--- config.mk ---
export PLATFORM = sky130hd
export DESIGN_NAME = psg_tone_noise_generator
export DESIGN_NICKNAME = d
export VERILOG_FILES = /design/src/hw/rtl/psg_pkg.sv /design/src/hw/rtl/psg_tone_noise_generator.sv
export VERILOG_INCLUDE_DIRS = /design/src /design/src/hw/rtl
export SDC_FILE = /design/constraint.sdc
export NUM_CORES = 1
export LEC_CHECK = 0
export BUFFER_PORTS_ARGS = -buffer_cell sky130_fd_sc_hd__buf_2
export CORE_UTILIZATION = 60
export DETAILED_ROUTE_END_ITERATION = 10
export PLACE_DENSITY = 0.78
export SLEW_MARGIN = 20
export SYNTH_ARGS = -nofsm -noshare
export SYNTH_HDL_FRONTEND = slang
export SYNTH_SLANG_ARGS = --single-unit
--- constraint.sdc ---
create_clock -name clock -period 10.1 [get_ports clock]
set_clock_uncertainty 0.05 [all_clocks]
set_input_delay 1.01 -clock clock [delete_from_list [all_inputs] [get_ports clock]]
set_output_delay 1.01 -clock clock [all_outputs]
set_load 0.01 [all_outputs]
--- src/hw/rtl/assert_macros.svh ---
// assertion macros used by the psg tone and noise generator
`ifndef ASSERT_MACROS_SVH
`define ASSERT_MACROS_SVH

// same-cycle implication, checked on every rising clock edge outside reset
`define ASSERT_SAME(lbl, ante, cons) \
   lbl: assert property (@(posedge clock) disable iff (reset) (ante) |-> (cons)) \
      else $error("assertion failed");

// next-cycle implication, checked on every rising clock edge outside reset
`define ASSERT_NEXT(lbl, ante, cons) \
   lbl: assert property (@(posedge clock) disable iff (reset) (ante) |=> (cons)) \
      else $error("assertion failed");

`endif

--- src/hw/rtl/psg_pkg.sv ---
// package with payload types, opcodes and constants of the psg tone and noise generator
package psg_pkg;

   localparam logic OP_WRITE = 1'b0;
   localparam logic OP_TICK  = 1'b1;

   localparam logic [1:0] CSR_SAMPLE_PERIOD = 2'd0;
   localparam logic [1:0] CSR_SHORT_NOISE   = 2'd1;
   localparam logic [1:0] CSR_NOISE_TAPS    = 2'd2;

   localparam logic [15:0] SAMPLE_PERIOD_RESET = 16'd81;
   localparam logic [15:0] SAMPLE_PERIOD_MIN   = 16'd16;
   localparam logic [15:0] NOISE_TAPS_RESET    = 16'h0009;
   localparam logic [15:0] LFSR_SEED           = 16'h8000;
   localparam logic [9:0]  MIN_TONE_RUN        = 10'd8;
   localparam logic [16:0] TICK_CYCLES         = 17'd16;
   localparam int          NUM_TONES           = 3;
   localparam int          NOISE_CHANNEL       = 3;

   typedef struct packed {
      logic       op;
      logic [7:0] write_byte;
   } req_data_type;

   typedef struct packed {
      logic [3:0] tone0_level;
      logic [3:0] tone1_level;
      logic [3:0] tone2_level;
      logic [3:0] noise_level;
   } rsp_data_type;

endpackage

--- src/hw/rtl/psg_tone_noise_generator.sv ---
// top level of the psg tone and noise generator
// three square-tone channels and one noise channel in the classic psg register scheme.
// a req transaction is either a register byte (op write) or a tick of cpu time (op tick).
// the channel state registers update at the accepting edge and a tick that completes a
// sample period loads the rsp output register with the four channel levels, so one
// transaction can be accepted per cycle and rsp_valid rises in the cycle after the
// accepting one. the single rsp output register is the only thing that can hold back
// the input: a tick that would emit a sample waits while an earlier sample sits
// unaccepted, while writes and silent ticks keep flowing. the csr port sets the sample
// period (values below 16 act as 16), the short noise period select and the white noise
// tap mask; it must be written while the block is idle, which the block does not enforce.
`include "assert_macros.svh"

module psg_tone_noise_generator import psg_pkg::*; (
   input  logic         clock,
   input  logic         reset,
   input  logic         req_valid,
   output logic         req_ready,
   input  req_data_type req_data,
   output logic         rsp_valid,
   input  logic         rsp_ready,
   output rsp_data_type rsp_data,
   input  logic         csr_we,
   input  logic [1:0]   csr_index,
   input  logic [15:0]  csr_wdata
);

   // configuration registers
   logic [15:0] sample_period_ff;
   logic        short_noise_ff;
   logic [15:0] noise_taps_ff;

   // channel state
   logic [3:0]        atten_ff    [4];
   logic [3:0]        atten_in    [4];
   logic [9:0]        tone_per_ff [NUM_TONES];
   logic [9:0]        tone_per_in [NUM_TONES];
   logic signed [15:0] tone_cd_ff [NUM_TONES];
   logic signed [15:0] tone_cd_in [NUM_TONES];
   logic [3:0]        chan_pol_ff;
   logic [3:0]        chan_pol_in;
   logic [1:0]        latch_ch_ff;
   logic [1:0]        latch_ch_in;
   logic              latch_vol_ff;
   logic              latch_vol_in;
   logic [15:0]       noise_shift_ff;
   logic [15:0]       noise_shift_in;
   logic              noise_white_ff;
   logic              noise_white_in;
   logic [1:0]        noise_rate_ff;
   logic [1:0]        noise_rate_in;
   logic signed [15:0] noise_cd_ff;
   logic signed [15:0] noise_cd_in;
   logic              noise_tog_ff;
   logic              noise_tog_in;
   logic [16:0]       accum_ff;
   logic [16:0]       accum_in;

   // output register
   logic         rsp_valid_ff;
   logic         rsp_valid_in;
   rsp_data_type rsp_data_ff;
   rsp_data_type rsp_data_in;

   // handshake and decode
   logic        req_accept;
   logic        is_tick;
   logic        is_write;
   logic        emit;
   logic [15:0] period_eff;
   logic [16:0] accum_sum;

   // write decode
   logic       byte_latch;
   logic [1:0] wr_ch;
   logic       wr_vol;
   logic [5:0] wr_data;

   // noise step helpers
   logic signed [16:0] noise_sub;
   logic signed [15:0] noise_sat;
   logic signed [15:0] noise_reload;
   logic               noise_fire;
   logic               lfsr_top;

   // tone step helpers
   logic               tone_pos  [NUM_TONES];
   logic               tone_run  [NUM_TONES];
   logic signed [15:0] tone_dec  [NUM_TONES];
   logic signed [15:0] tone_load [NUM_TONES];

   assign is_tick  = (req_data.op == OP_TICK);
   assign is_write = (req_data.op == OP_WRITE);

   // sample pacing: one sample at most per tick
   assign period_eff = (sample_period_ff < SAMPLE_PERIOD_MIN) ? SAMPLE_PERIOD_MIN
                                                              : sample_period_ff;
   assign accum_sum  = accum_ff + TICK_CYCLES;
   assign emit       = is_tick && (accum_sum >= {1'b0, period_eff});

   // only a sample-producing tick needs the output register free
   assign req_ready  = !rsp_valid_ff || rsp_ready || !emit;
   assign req_accept = req_valid && req_ready;

   // a latch byte names channel and type, a data byte reuses the latched pair
   assign byte_latch = req_data.write_byte[7];
   assign wr_ch      = byte_latch ? req_data.write_byte[6:5] : latch_ch_ff;
   assign wr_vol     = byte_latch ? req_data.write_byte[4]   : latch_vol_ff;
   assign wr_data    = req_data.write_byte[5:0];

   // noise countdown saturates at the most negative value before the reload
   assign noise_sub = {noise_cd_ff[15], noise_cd_ff} - $signed(TICK_CYCLES);
   assign noise_sat = (noise_sub[16] != noise_sub[15]) ? 16'sh8000 : noise_sub[15:0];
   assign noise_fire = (noise_sat <= 16'sd0);
   assign lfsr_top  = noise_white_ff ? ^(noise_shift_ff & noise_taps_ff) : noise_shift_ff[0];

   always_comb begin
      case (noise_rate_ff)
         2'd0:    noise_reload = short_noise_ff ? 16'sd16 : 16'sd256;
         2'd1:    noise_reload = short_noise_ff ? 16'sd32 : 16'sd512;
         2'd2:    noise_reload = short_noise_ff ? 16'sd64 : 16'sd1024;
         default: noise_reload = $signed({2'b00, tone_per_ff[2], 4'b0000});
      endcase
   end

   // per-channel tone countdown, independent lanes
   always_comb begin
      for (int i = 0; i < NUM_TONES; i++) begin
         tone_pos[i]  = !tone_cd_ff[i][15] && (tone_cd_ff[i] != 16'sd0);
         tone_run[i]  = tone_pos[i] || (tone_per_ff[i] >= MIN_TONE_RUN);
         tone_dec[i]  = tone_pos[i] ? (tone_cd_ff[i] - 16'sd16) : tone_cd_ff[i];
         tone_load[i] = tone_dec[i] + $signed({2'b00, tone_per_ff[i], 4'b0000});
      end
   end

   // next channel state
   always_comb begin
      for (int i = 0; i < 4; i++) begin
         atten_in[i] = atten_ff[i];
      end
      for (int i = 0; i < NUM_TONES; i++) begin
         tone_per_in[i] = tone_per_ff[i];
         tone_cd_in[i]  = tone_cd_ff[i];
      end
      chan_pol_in    = chan_pol_ff;
      latch_ch_in    = latch_ch_ff;
      latch_vol_in   = latch_vol_ff;
      noise_shift_in = noise_shift_ff;
      noise_white_in = noise_white_ff;
      noise_rate_in  = noise_rate_ff;
      noise_cd_in    = noise_cd_ff;
      noise_tog_in   = noise_tog_ff;
      accum_in       = accum_ff;

      if (req_accept && is_write) begin
         latch_ch_in  = wr_ch;
         latch_vol_in = wr_vol;
         if (wr_vol) begin
            atten_in[wr_ch] = wr_data[3:0];
         end else if (wr_ch != 2'(NOISE_CHANNEL)) begin
            // latch byte sets the low four period bits, data byte the high six
            if (byte_latch) begin
               tone_per_in[wr_ch] = {tone_per_ff[wr_ch][9:4], wr_data[3:0]};
            end else begin
               tone_per_in[wr_ch] = {wr_data, tone_per_ff[wr_ch][3:0]};
            end
         end else begin
            // any noise control write restarts the lfsr
            noise_shift_in = LFSR_SEED;
            noise_rate_in  = wr_data[1:0];
            noise_white_in = wr_data[2];
         end
      end

      if (req_accept && is_tick) begin
         for (int i = 0; i < NUM_TONES; i++) begin
            if (tone_run[i]) begin
               if (tone_dec[i] <= 16'sd0) begin
                  tone_cd_in[i] = tone_load[i];
                  // period one holds a dc level
                  if (tone_per_ff[i] != 10'd1) begin
                     chan_pol_in[i] = !chan_pol_ff[i];
                  end
               end else begin
                  tone_cd_in[i] = tone_dec[i];
               end
            end
         end

         if (noise_fire) begin
            noise_cd_in  = noise_sat + noise_reload;
            noise_tog_in = !noise_tog_ff;
            // shift the lfsr on each rising toggle
            if (!noise_tog_ff) begin
               chan_pol_in[NOISE_CHANNEL] = noise_shift_ff[0];
               noise_shift_in = {lfsr_top, noise_shift_ff[15:1]};
            end
         end else begin
            noise_cd_in = noise_sat;
         end

         accum_in = emit ? (accum_sum - {1'b0, period_eff}) : accum_sum;
      end
   end

   // levels come from the polarity after this tick
   always_comb begin
      rsp_data_in.tone0_level = chan_pol_in[0] ? ~atten_ff[0] : 4'd0;
      rsp_data_in.tone1_level = chan_pol_in[1] ? ~atten_ff[1] : 4'd0;
      rsp_data_in.tone2_level = chan_pol_in[2] ? ~atten_ff[2] : 4'd0;
      rsp_data_in.noise_level = chan_pol_in[NOISE_CHANNEL] ? ~atten_ff[NOISE_CHANNEL] : 4'd0;
   end

   // output register: a new sample replaces one being taken in the same cycle
   always_comb begin
      if (req_accept && emit) begin
         rsp_valid_in = 1'b1;
      end else if (rsp_ready) begin
         rsp_valid_in = 1'b0;
      end else begin
         rsp_valid_in = rsp_valid_ff;
      end
   end

   always_ff @(posedge clock) begin
      if (reset) begin
         sample_period_ff <= SAMPLE_PERIOD_RESET;
         short_noise_ff   <= 1'b0;
         noise_taps_ff    <= NOISE_TAPS_RESET;
      end else if (csr_we) begin
         case (csr_index)
            CSR_SAMPLE_PERIOD: sample_period_ff <= csr_wdata;
            CSR_SHORT_NOISE:   short_noise_ff   <= csr_wdata[0];
            CSR_NOISE_TAPS:    noise_taps_ff    <= csr_wdata;
            default: ;
         endcase
      end
   end

   always_ff @(posedge clock) begin
      if (reset) begin
         for (int i = 0; i < 4; i++) begin
            atten_ff[i] <= 4'hF;
         end
         for (int i = 0; i < NUM_TONES; i++) begin
            tone_per_ff[i] <= 10'd0;
            tone_cd_ff[i]  <= 16'sd0;
         end
         chan_pol_ff    <= 4'hF;
         latch_ch_ff    <= 2'd0;
         latch_vol_ff   <= 1'b0;
         noise_shift_ff <= LFSR_SEED;
         noise_white_ff <= 1'b0;
         noise_rate_ff  <= 2'd0;
         noise_cd_ff    <= 16'sd0;
         noise_tog_ff   <= 1'b1;
         accum_ff       <= 17'd0;
         rsp_valid_ff   <= 1'b0;
      end else begin
         atten_ff       <= atten_in;
         tone_per_ff    <= tone_per_in;
         tone_cd_ff     <= tone_cd_in;
         chan_pol_ff    <= chan_pol_in;
         latch_ch_ff    <= latch_ch_in;
         latch_vol_ff   <= latch_vol_in;
         noise_shift_ff <= noise_shift_in;
         noise_white_ff <= noise_white_in;
         noise_rate_ff  <= noise_rate_in;
         noise_cd_ff    <= noise_cd_in;
         noise_tog_ff   <= noise_tog_in;
         accum_ff       <= accum_in;
         rsp_valid_ff   <= rsp_valid_in;
      end
   end

   always_ff @(posedge clock) begin
      if (req_accept && emit) begin
         rsp_data_ff <= rsp_data_in;
      end
   end

   assign rsp_valid = rsp_valid_ff;
   assign rsp_data  = rsp_data_ff;

   // a write transaction never produces a sample
   `ASSERT_NEXT(a_write_no_rsp, req_valid && req_ready && is_write && !rsp_valid_ff, !rsp_valid_ff)
   // a pending unaccepted sample blocks any tick that would emit another
   `ASSERT_SAME(a_no_overwrite, rsp_valid_ff && !rsp_ready && req_valid && emit, !req_ready)
   // periodic mode rotates the seed, so the lfsr cannot be empty there
   `ASSERT_SAME(a_periodic_nonzero, !noise_white_ff, noise_shift_ff != 16'd0)
   // the pacing accumulator always fits in sixteen bits
   `ASSERT_SAME(a_accum_range, 1'b1, accum_ff[16] == 1'b0)

endmodule
==> results of run 1 <==
layout make-up:
type	count	share of cell area [%]
multi-input combinational	1246	59.0
inverter	50	1.39
tap	270	2.50
sequential	192	29.6
clock buffer	17	3.15
timing repair buffer	61	2.50
clock inverter	15	1.82
metrics by stage:
stage          std cells  instance area, um2  hold WS [ns]
3_3_place_gp        1819               12800         0.392
4_1_cts             1851               13500         0.413
5_1_grt             1851               13500         0.432
3_5_place_dp        1819               12800         0.393
6_report            1851               13500         0.411
2_1_floorplan       1564               12500         0.372
state kept, by name (all words and copies together), names as in the netlist, 2 cells and up:
register / flops
tone_cd_ff: 36
tone_per_ff: 30
accum_ff: 17
atten_ff: 16
noise_cd_ff: 16
noise_shift_ff: 16
noise_taps_ff: 16
rsp_data: 16
sample_period_ff: 16
chan_pol_ff: 4
latch_ch_ff: 2
noise_rate_ff: 2
cell usage after synthesis, types with 4 or more instances:
cell and number:
a31oi_1 16, inv_1 50, or4_1 10, edfxtp_1 16, o41ai_1 8, nand2b_1 28
o21ai_0 76, and3_1 22, xnor2_1 56, a31o_2 5, nor4_1 31, o21a_1 8
ha_1 62, dfxtp_1 176, nor2_1 196, mux2_2 8, and2_1 11, or2_2 7
o221ai_1 8, or3_1 11, a211oi_2 4, mux2i_1 45, o21bai_1 6, nor3b_1 4
clkbuf_1 67, buf_6 4, nand3b_1 8, o31ai_1 11, o31a_1 6, xor2_1 35
nand3_1 26, fa_1 5, a21o_1 23, nand4_1 8, a211oi_1 50, nand2_1 182
a21oi_1 109, nor2b_1 12, a41o_1 14, nor3_1 47, o211ai_1 26
final timing paths:
check,slack (ns),cells after the start,start,end
worst max-delay path,4.99,13,accum_ff[6],req_ready
worst min-delay path,0.41,2,noise_taps_ff[14],noise_taps_ff[14]
worst max register to register,5.22,15,accum_ff[6],rsp_data[0]
worst min register to register,0.41,2,noise_taps_ff[14],noise_taps_ff[14]
placed cells by master, fill, tap and decap left out, types with 22 or more instances in the layout:
cell type,instances
nor2_1,194
nand2_1,182
dfxtp_1,176
a21oi_1,108
o21ai_0,75
ha_1,62
xnor2_1,56
a211oi_1,50
inv_1,49
buf_2,48
nor3_1,47
mux2i_1,45
xor2_1,35
nor4_1,31
nand2b_1,28
nand3_1,26
o211ai_1,26
a21o_1,23
and3_1,22
layer usage:
layer / global-route usage (%) / wire length, um / vias up
li1: - / - / 5698
met2: 48.9 / 14800 / 309
met4: 11.3 / 836 / 2
met5: 0 / 12 / -
met1: 39.8 / 14200 / 5367
met3: 4.13 / 1650 / 52
power by group through the flow:
stage	logic (uW)	clock network [uW]	registers (uW)
2_1_floorplan	2460	0	1040
3_3_place_gp	2910	0	1090
3_5_place_dp	2970	0	1100
4_1_cts	3010	764	1080
5_1_grt	3380	792	1110
6_report	3030	757	1090
cells by family after synthesis:
| kind of cell | Yosys count | synth area share, % |
|---|---|---|
| flops | 192 | 32.1 |
| mux | 53 | 4.34 |
| buf+inv | 126 | 4.06 |
| xor+xnor | 91 | 6.39 |
| fa+ha+maj | 67 | 7.03 |
| compound gates | 416 | 22.8 |
| simple gates | 619 | 23.3 |
critical path, stage by stage (launching register included):
cell     delay, ns
dfxtp_1       0.48
nand4_1       0.18
nor3_1        0.43
nand3_1       0.21
inv_1         0.10
and3_1        0.17
xor2_1        0.21
ha_1          0.28
nand4_1       0.12
o41ai_1       0.68
nor2_1        0.21
a31oi_1       0.30
nand2_1       0.08
buf_2         0.15
==> results.md, run 1 <==
- Pint: 2490 uW
- Most used DFF post-synth: dfxtp_1
- Sw Ratio: 48.8%
- LEAKAGE: 0.00546 uW
- Hpwl dp: 22700 um
- First-pass detailed-route iteration total: 5
- Comb pwr share: 62.2%
- Slew HR: between 20 and 30%
- CP max FO: 8
- Core ar.: about 20000 um2
- Final period utilization: 50.6%
- RSZ-0062 raised after global routing: no
- Synth area leader: dfxtp_1
- Kind of critical path: flip-flop to output pin
- Total I/O pin count: 50
- # Post-CTS Setup Buffers: 0
- Clock power share: 15.5%
- # clock sinks: between 150 and 200
- Sequential share of power: roughly 22%
- Largest cells by area after synthesis: dfxtp_1 28%, ha_1 6.2%, nor2_1 5.9%, nand2_1 5.5%, a21oi_1 4.4%
- Synth Instances: between 1.5k and 2k
- Routed len/inst: 17.0 um
- Gr ovfl total: 0
- Worst EP arrival: slightly above 4 ns
- Clk buf depth: 2
- Final Net Count: approximately 1.7k
- Power per cell area: 361 nW/um2
- IO Port Bufs: 49
- DRC viols: 0
- Endpoints failing setup: 0
- Seq/Total Area, Yosys: about a third
- # resized after CTS: 0
- Synth top area share: 28.3%
- CP endpoint kind: output pin
- First-pass GRT wire length: 52300 um
- Post-route minimum period: 5.11 ns
- Largest net degree at the start of global routing: 66
- Fmax: just under 0.2 GHz
- CTS Hold Buffers Added: 0
- CTS H-tree depth: 4
- Die Span Y: 146 um
- Filler Cell Count: 1750
- Synthesized area: 12500 um2
- Die Span X: 146 um
- Synth Area per Inst: roughly 8.0 um2
- Rows: 52
- Startpoint types: flip-flop
- EDFF count, synth: 16
- Routed Antenna Nets: 0
- DP Worst Slack: 5.36 ns
- Pins over their slew limit: 0
- Max Cap Viol: 0
- Syn-to-layout area delta: 8.38%
- Final hold violations: 0
- Fin util: 66.5%
- Setup TNS: 0 ns
- Clock root cell: clkbuf_16
- Post-synth ARST share: 0%
- Slew at the pin closest to its max-slew limit: roughly 1.1 ns
- Total track usage: 29.8%
- Syn. warnings: 0
- Initial Utilization: 61.4%
- Vias per cell: 6.17
- Initial antenna violation count: 1
- HP Class: flip-flop to flip-flop
- Total power: between 4000 and 5000 uW
- Routed vias: 11.4k
- Crit path required time: 9.04 ns
- Clk slew on worst S/H paths: around 0.090 ns
- Vias in the first global route: 10.6k
- Ratio of cells with drive above 1 in the final layout: between 8 and 9%
- Register area: 4000 um2
- Area occupied by multi-input gates: between 7000 and 8000 um2
- Mapped Nets: 1663
- Iter 0 DRT Violations: 826
- Sw Pwr: approximately 2400 uW
- Die Area: between 20000 and 25000 um2
- ANT cells: 0
- Status: finished clean
- Worst setup margin: around 5.0 ns
- CTS tree: yes
- Synth cell types: 81
- Final GP Congestion: 0.891
- Clk_lat worst skew: 0.45 ns
- Number of synthesized register bits: 192
- CTS Buf Count: 17
- Drt total wl: 31500 um
- VDD IR max: 0.194 mV
Note: power is estimated with default switching activity, not from simulation.
==> run 2: changes to the inputs <==
--- a/config.mk
+++ b/config.mk
@@ -6,6 +6,7 @@
 export SDC_FILE = /design/constraint.sdc
 export NUM_CORES = 1
 export LEC_CHECK = 0
+export ABC_AREA = 1
 export BUFFER_PORTS_ARGS = -buffer_cell sky130_fd_sc_hd__buf_2
 export CORE_UTILIZATION = 60
 export DETAILED_ROUTE_END_ITERATION = 10
==> constraint.sdc (replaced) <==
create_clock -name clock -period 5.1 [get_ports clock]
set_clock_uncertainty 0.05 [all_clocks]
set_input_delay 0.51 -clock clock [delete_from_list [all_inputs] [get_ports clock]]
set_output_delay 0.51 -clock clock [all_outputs]
set_load 0.01 [all_outputs]
==> results.md, run 2 <==
- Synth top area share: 25.9% (-2.3 points)
- Clock root cell: clkbuf_16
- Placed Cells: 2357 (+30%)
- Fmax: 0.232 GHz
- Clk slew on worst S/H paths: 0.08 ns (about the same)
- Setup TNS: 0 ns (unchanged)
- Routed Antenna Nets: 0 (unchanged)
- Largest register FFs: 36 (unchanged)
- Die Span Y: 152 um (+4.3%)
- IO Port Bufs: 49 (unchanged)
- Startpoint types: flip-flop
- Max Cap Viol: 0 (unchanged)
- Worst EP arrival: 4.64 ns (+0.59 ns)
- CP most frequent cell: nand2_1
- Most frequent cells in the layout: 564 x nand2_1, 235 x inv_1, 217 x nor2_1
- Post-synth ARST share: 0% (unchanged)
- Worst setup margin: 0.782 ns (-4.20 ns)
- LEAKAGE: 0.00684 uW (+25%)
- Gr ovfl total: 0 (unchanged)
- Met2 wire len: 15600 um (+5.6%)
- CP max FO: 33 (+25)
- Ratio of cells with drive above 1 in the final layout: 8.72% (about the same)
- Most common cell in the netlist: nand2_1
- Synth Instances: 2088 (+34%)
- Syn. warnings: 0 (unchanged)
- CTS tree: yes
- CTS Buf Count: 17 (unchanged)
- # clock sinks: 192 (unchanged)
- CTS Hold Buffers Added: 0 (unchanged)
- Crit-path slowest cell: inv_2
- First-pass GRT wire length: 58400 um (+12%)
- Cells along the critical path: nand2_1, nor2_1, nand3_1, nand3b_1, nor2_1, xor2_1, inv_1, ha_1, nand2_1, inv_1, nand2_1, nand2_1, a21oi_1, nand2_1, nand2_1, nand2_4, nand3_4, nand2_4, inv_2, nand2_1, inv_2, o21ai_0, a21oi_1
- DP Worst Slack: 0.846 ns (-4.52 ns)
- Final Net Count: 2195 (+32%)
- Rows: 54 (+3.8%)
- Seq/Total Area, Yosys: 29.5% (-2.6 points)
- Vias in the first global route: 12.1k (+14%)
- HP Class: primary input to flip-flop
- Routed len/inst: 14.5 um (-15%)
- Power per cell area: 468 nW/um2 (+30%)
- Flop2flop setup slack: 0.78 ns (-4.44 ns)
- Most used DFF post-synth: dfxtp_1
- Pins over their slew limit: 0 (unchanged)
- Synth top cells by count: 564 x nand2_1, 236 x inv_1, 217 x nor2_1
- Iter 0 DRT Violations: 1067 (+29%)
- Synthesized area: 13600 um2 (+9.0%)
- Initial Utilization: 61.7% (+0.27 points)
- Mapped Nets: 2187 (+32%)
- Final period utilization: 84.7%
- VDD IR max: 0.245 mV (+27%)
- Total I/O pin count: 50 (unchanged)
- Core ar.: 22000 um2 (+8.5%)
- Largest cells by area after synthesis: dfxtp_1 26%, nand2_1 16%, nand3_1 7.0%, inv_1 6.5%, nor2_1 6.0%
- Endpoints failing setup: 0 (unchanged)
- Routed wl met3: 2250 um (+36%)
- Max layer used: met4
- Filler Cell Count: 2031 (+16%)
- EDFF count, synth: 16 (unchanged)
- Total track usage: 30.3% (+0.46 points)
- Synth Area per Inst: 6.51 um2 (-18%)
- Final hold violations: 0 (unchanged)
- Clk buf depth: 2 (unchanged)
- Initial antenna violation count: 0 (-1)
- RSZ-0062 raised after global routing: no
- Commonest non-fill, non-tap cell in the layout: nand2_1
- Syn-to-layout area delta: 6.43%
- DRC viols: 0 (unchanged)
- Synth cell types: 56 (-31%)
- Crit path required time: 5.42 ns (-3.62 ns)
- Status: finished clean
- Die Span X: 152 um (+4.3%)
- Routed vias: 13.3k (+16%)
- Slew HR: 30.3% (+2.6 points)
- Clk_lat worst skew: 0.44 ns (about the same)
- Hpwl dp: 25500 um (+13%)
- Final Non-Filler Cells: 2389 (+29%)
- Final GP Congestion: 0.921 (+3.4%)
- Vias per cell: 5.56 (-9.9%)
- ANT cells: 0 (unchanged)
- CTS H-tree depth: 4 (unchanged)
- Post-route minimum period: 4.32 ns
- CP endpoint kind: flip-flop
- Slew at the pin closest to its max-slew limit: 1.04 ns (-0.0371 ns)
- # Post-CTS Setup Buffers: 0 (unchanged)
- First-pass detailed-route iteration total: 8 (+3)
- Number of synthesized register bits: 192 (unchanged)
- Top Registers: tone_cd_ff (36), tone_per_ff (30), accum_ff (17)
- Routed length on met1: 16500 um (+16%)
- Largest net degree at the start of global routing: 59 (-11%)
- Die Area: 23200 um2 (+8.9%)
- Kind of critical path: flip-flop to flip-flop
- Synth area leader: dfxtp_1
- Drt total wl: 34700 um (+10%)
- Fin util: 65.6% (-0.91 points)
- Worst path max stage delay: 0.55 ns (-0.13 ns)
- Top reg by flops: tone_cd_ff
- # resized after CTS: 0 (unchanged)
[run 2: changes by cell type after synthesis, moves of 35 or more]
cell      change
a211oi_1     -43
inv_1       +186
mux2i_1      -45
nand2_1     +382
nand3_1     +164
nor3_1       -35
o21ai_0      +56
[run 2: layout make-up]
class | count | area (um2) | area share [%]
clock buffers | 21 | 462 | 3.19
clock inverters | 11 | 116 | 0.805
inverters | 253 | 950 | 6.57
multi-input cells | 1575 | 8270 | 57.2
flip-flops and latches | 192 | 4000 | 27.7
well taps | 280 | 350 | 2.42
repair buffers | 57 | 308 | 2.13
[run 2: worst paths after layout]
path | startpoint | end | cells after the start
setup / recovery | accum_ff[6] | accum_ff[3] | 23
hold / removal | csr_wdata[9] | noise_taps_ff[9] | 3
setup reg to reg | accum_ff[6] | accum_ff[3] | 23
hold reg to reg | atten_ff[10] | atten_ff[10] | 2
[run 2: critical path: cells and delay by family (launching register included)]
kind	cells	cell delay [ns]
XOR/XNOR	1	0.16
AO/OA/AOI/OAI	3	0.41
AND/OR/NAND/NOR	14	1.76
flip-flops	1	0.40
adder cells (fa/ha/maj)	1	0.35
buffers and inverters	4	1.08
[run 2: cell families after synthesis]
logic type      synth area share [%]
compound gates                  15.6
xor+xnor                        5.29
fa+ha+maj                       6.45
buf+inv                         9.66
flops                           29.5
simple gates                    33.5
[run 2: where the power goes]
group	internal, uW	leakage [uW]	total, uW	switching, uW
logic	1230	0.00497	3640	2410
clock network	717	0.000281	1350	633
registers	1640	0.00159	1770	131
[run 2: metrics by stage]
step | total power, uW | cell area, um2 | hold WS (ns)
CTS | 6720 | 14500 | 0.256
detailed placement | 5370 | 13900 | 0.394
finish | 6760 | 14500 | 0.259
global route | 7330 | 14500 | 0.267
global placement | 5330 | 13900 | 0.390
floorplan | 4710 | 13600 | 0.379
[run 2: routing by layer]
| metal | up-vias | global-route usage (%) |
|---|---|---|
| met3 | 33 | 3.33 |
| li1 | 6809 | - |
| met4 | 0 | 6.69 |
| met1 | 6037 | 43.2 |
| met2 | 411 | 49.1 |
| met5 | - | 0 |
==> run 3: changes to the inputs <==
==> constraint.sdc (replaced) <==
create_clock -name clock -period 4.25 [get_ports clock]
set_clock_uncertainty 0.05 [all_clocks]
set_input_delay 0.425 -clock clock [delete_from_list [all_inputs] [get_ports clock]]
set_output_delay 0.425 -clock clock [all_outputs]
set_load 0.01 [all_outputs]
==> results.md, run 3 (synthesis gave the netlist of run 2 again) <==
- CTS H-tree depth: 4 (unchanged)
- DP Area: 13900 um2 (+0.29%)
- GRT met2 Usage: 49.2% (about the same)
- Total power: 8240 uW (+22%)
- Most frequent cells in the layout: 564 x nand2_1, 235 x inv_1, 217 x nor2_1
- Clk buf depth: 2 (unchanged)
- Worst setup path startpoint: accum_ff[6]
- Drt total wl: 34700 um (-0.12%)
- Depth of the most critical reg-to-reg path: 23 (unchanged)
- IO Port Bufs: 49 (unchanged)
- Largest net degree at the start of global routing: 97 (+64%)
- Hpwl dp: 25400 um (-0.44%)
- Slew HR: 29.7% (-0.63 points)
- Gr ovfl total: 0 (unchanged)
- First-pass GRT wire length: 58200 um (-0.48%)
- Final Net Count: 2197 (+0.091%)
- Top Registers: tone_cd_ff (36), tone_per_ff (30), accum_ff (17)
- Final hold violations: 0 (unchanged)
- Final period utilization: 91.6% (+7.0 points)
- Cells along the critical path: nand2_1, nor2_1, nand3_1, nand3b_1, nor2_1, xor2_1, inv_1, ha_1, nand2_1, nor2_1, and3_1, nand2_1, nand2_1, nand2_1, nand2_4, nand3_4, nand2_4, inv_2, buf_12, nand2_1, nor2_1, nand2_1, nand3_1
- Routed vias: 13.4k (+0.65%)
- Kind of critical path: flip-flop to flip-flop
- CTS tree: yes
- Worst EP arrival: 4.17 ns (-0.47 ns)
- Total track usage: 30.1% (-0.11 points)
- Clk slew on worst S/H paths: 0.08 ns (about the same)
- VDD IR max: 0.399 mV (+63%)
- # Post-CTS Setup Buffers: 0 (unchanged)
- GRT Max-Usage Layer: met2
- Routed len/inst: 14.5 um (-0.20%)
- GR Layer Usage met3: 4.58% (+1.3 points)
- Iter 0 DRT Violations: 1088 (+2.0%)
- Flop2flop setup slack: 0.36 ns (-0.43 ns)
- CP most frequent cell: nand2_1
- LEAKAGE: 0.00688 uW (+0.66%)
- Vias per cell: 5.59 (+0.56%)
- GRT met1 Usage: 42.1% (-1.1 points)
- ANT cells: 0 (unchanged)
- Ratio of cells with drive above 1 in the final layout: 9.05% (+0.32 points)
- Fmax: 0.257 GHz (+11%)
- Rows: 54 (unchanged)
- Startpoint types: flip-flop
- # clock sinks: 192 (unchanged)
- Worst Setup EP: noise_shift_ff[15]
- Status: finished, violations left
- Post-route minimum period: 3.89 ns (-0.424 ns)
- Syn-to-layout area delta: 7.20%
- Max Cap Viol: 0 (unchanged)
- Power per cell area: 566 nW/um2 (+21%)
- FF-to-FF End: noise_shift_ff[15]
- Setup TNS: 0 ns (unchanged)
- Final GP Congestion: 0.937 (+1.7%)
- Initial Utilization: 61.7% (unchanged)
- Initial antenna violation count: 0 (unchanged)
- Final instance area: 14600 um2 (+0.73%)
- Die Span X: 152 um (unchanged)
- Pins over their slew limit: 0 (unchanged)
- Clock root cell: clkbuf_16
- Core ar.: 22000 um2 (unchanged)
- HP Class: primary input to flip-flop
- Routed Antenna Nets: 0 (unchanged)
- Die Area: 23200 um2 (unchanged)
- Worst path max stage delay: 0.40 ns (-0.15 ns)
- Top reg by flops: tone_cd_ff
- Total I/O pin count: 50 (unchanged)
- Violated checks: DRC
- Commonest non-fill, non-tap cell in the layout: nand2_1
- Slew at the pin closest to its max-slew limit: 1.06 ns (+0.0108 ns)
- Worst reg2reg path startpoint: accum_ff[6]
- Largest register FFs: 36 (unchanged)
- Crit path required time: 4.52 ns (-0.90 ns)
- CTS Buf Count: 17 (unchanged)
- CP max FO: 36 (+9.1%)
- CP endpoint kind: flip-flop
- DRC viols: 1 (+1)
- Crit-path slowest cell: dfxtp_1
- Clk_lat worst skew: 0.45 ns (about the same)
- Endpoints failing setup: 0 (unchanged)
- First-pass detailed-route iteration total: 9 (+1)
- Die Span Y: 152 um (unchanged)
- RSZ-0062 raised after global routing: no
- Vias in the first global route: 12.2k (+1.5%)
## run 3: cell count changes in the layout (fill, tap and decap cells not counted), sizes merged
| cell | previous run | this run |
|---|---|---|
| clkbuf | 21 | 17 |
| buf | 57 | 59 |
| clkinv | 3 | 6 |
| inv | 259 | 261 |
| clkinvlp | 1 | 0 |
## run 3: critical path, delay by kind of cell, from the launching register on
| family | cells | cell delay, ns |
|---|---|---|
| DFF | 1 | 0.40 |
| adders and majority gates | 1 | 0.35 |
| and+or+nand+nor | 18 | 2.25 |
| buffers and inverters | 3 | 0.50 |
| xor gates and xnor gates | 1 | 0.17 |
## run 3: final cells by class
| cell class | count | area, um2 |
|---|---|---|
| clock buffer | 17 | 425 |
| sequential | 192 | 4010 |
| timing repair buffer | 59 | 348 |
| multi-input combinational | 1575 | 8270 |
| fill | 2023 | 7460 |
| clock inverter | 15 | 210 |
| inverter | 253 | 952 |
| tap | 280 | 350 |
## run 3: metrics by stage
stage | utilization, % | cells | worst slack (ns) | hold WS [ns]
floorplan | - | 2088 | 0.795 | 0.379
global placement | 63.2 | 2359 | 0.475 | 0.388
detailed placement | 63.2 | 2359 | 0.411 | 0.395
CTS | 66.1 | 2391 | 0.362 | 0.180
global route | 66.1 | 2391 | 0.0254 | 0.193
finish | 66.1 | 2391 | 0.356 | 0.184
## run 3: power breakdown
part           internal, uW  total [uW]  leakage [uW]  switching, uW
registers              1970        2130       0.00159            158
logic                  1490        4390       0.00499           2900
clock network           867        1720      0.000309            849
total                  4330        8240       0.00688           3910
## run 3: worst min-delay path by stage
stage | startpoint | to | slack, ns | depth (start not counted)
CTS | csr_wdata[12] | noise_taps_ff[12] | 0.18 | 3
detailed placement | atten_ff[5] | atten_ff[5] | 0.39 | 2
global placement | atten_ff[13] | atten_ff[13] | 0.39 | 2
finish | csr_wdata[12] | noise_taps_ff[12] | 0.18 | 3
floorplan | noise_taps_ff[0] | noise_taps_ff[0] | 0.38 | 2
global route | csr_wdata[4] | sample_period_ff[4] | 0.19 | 3
## run 3: timing repair
action | 4_1_cts | 5_1_grt
resized for setup | 0 | 4
setup endpoints to repair | 0 | 21
hold buffers | 0 | 0
## run 3: layer usage
metal	wire length [um]	part of all wire, %
met5	0	0
met1	16300	47
met3	2500	7.2
met2	15500	45
met4	442	1.3
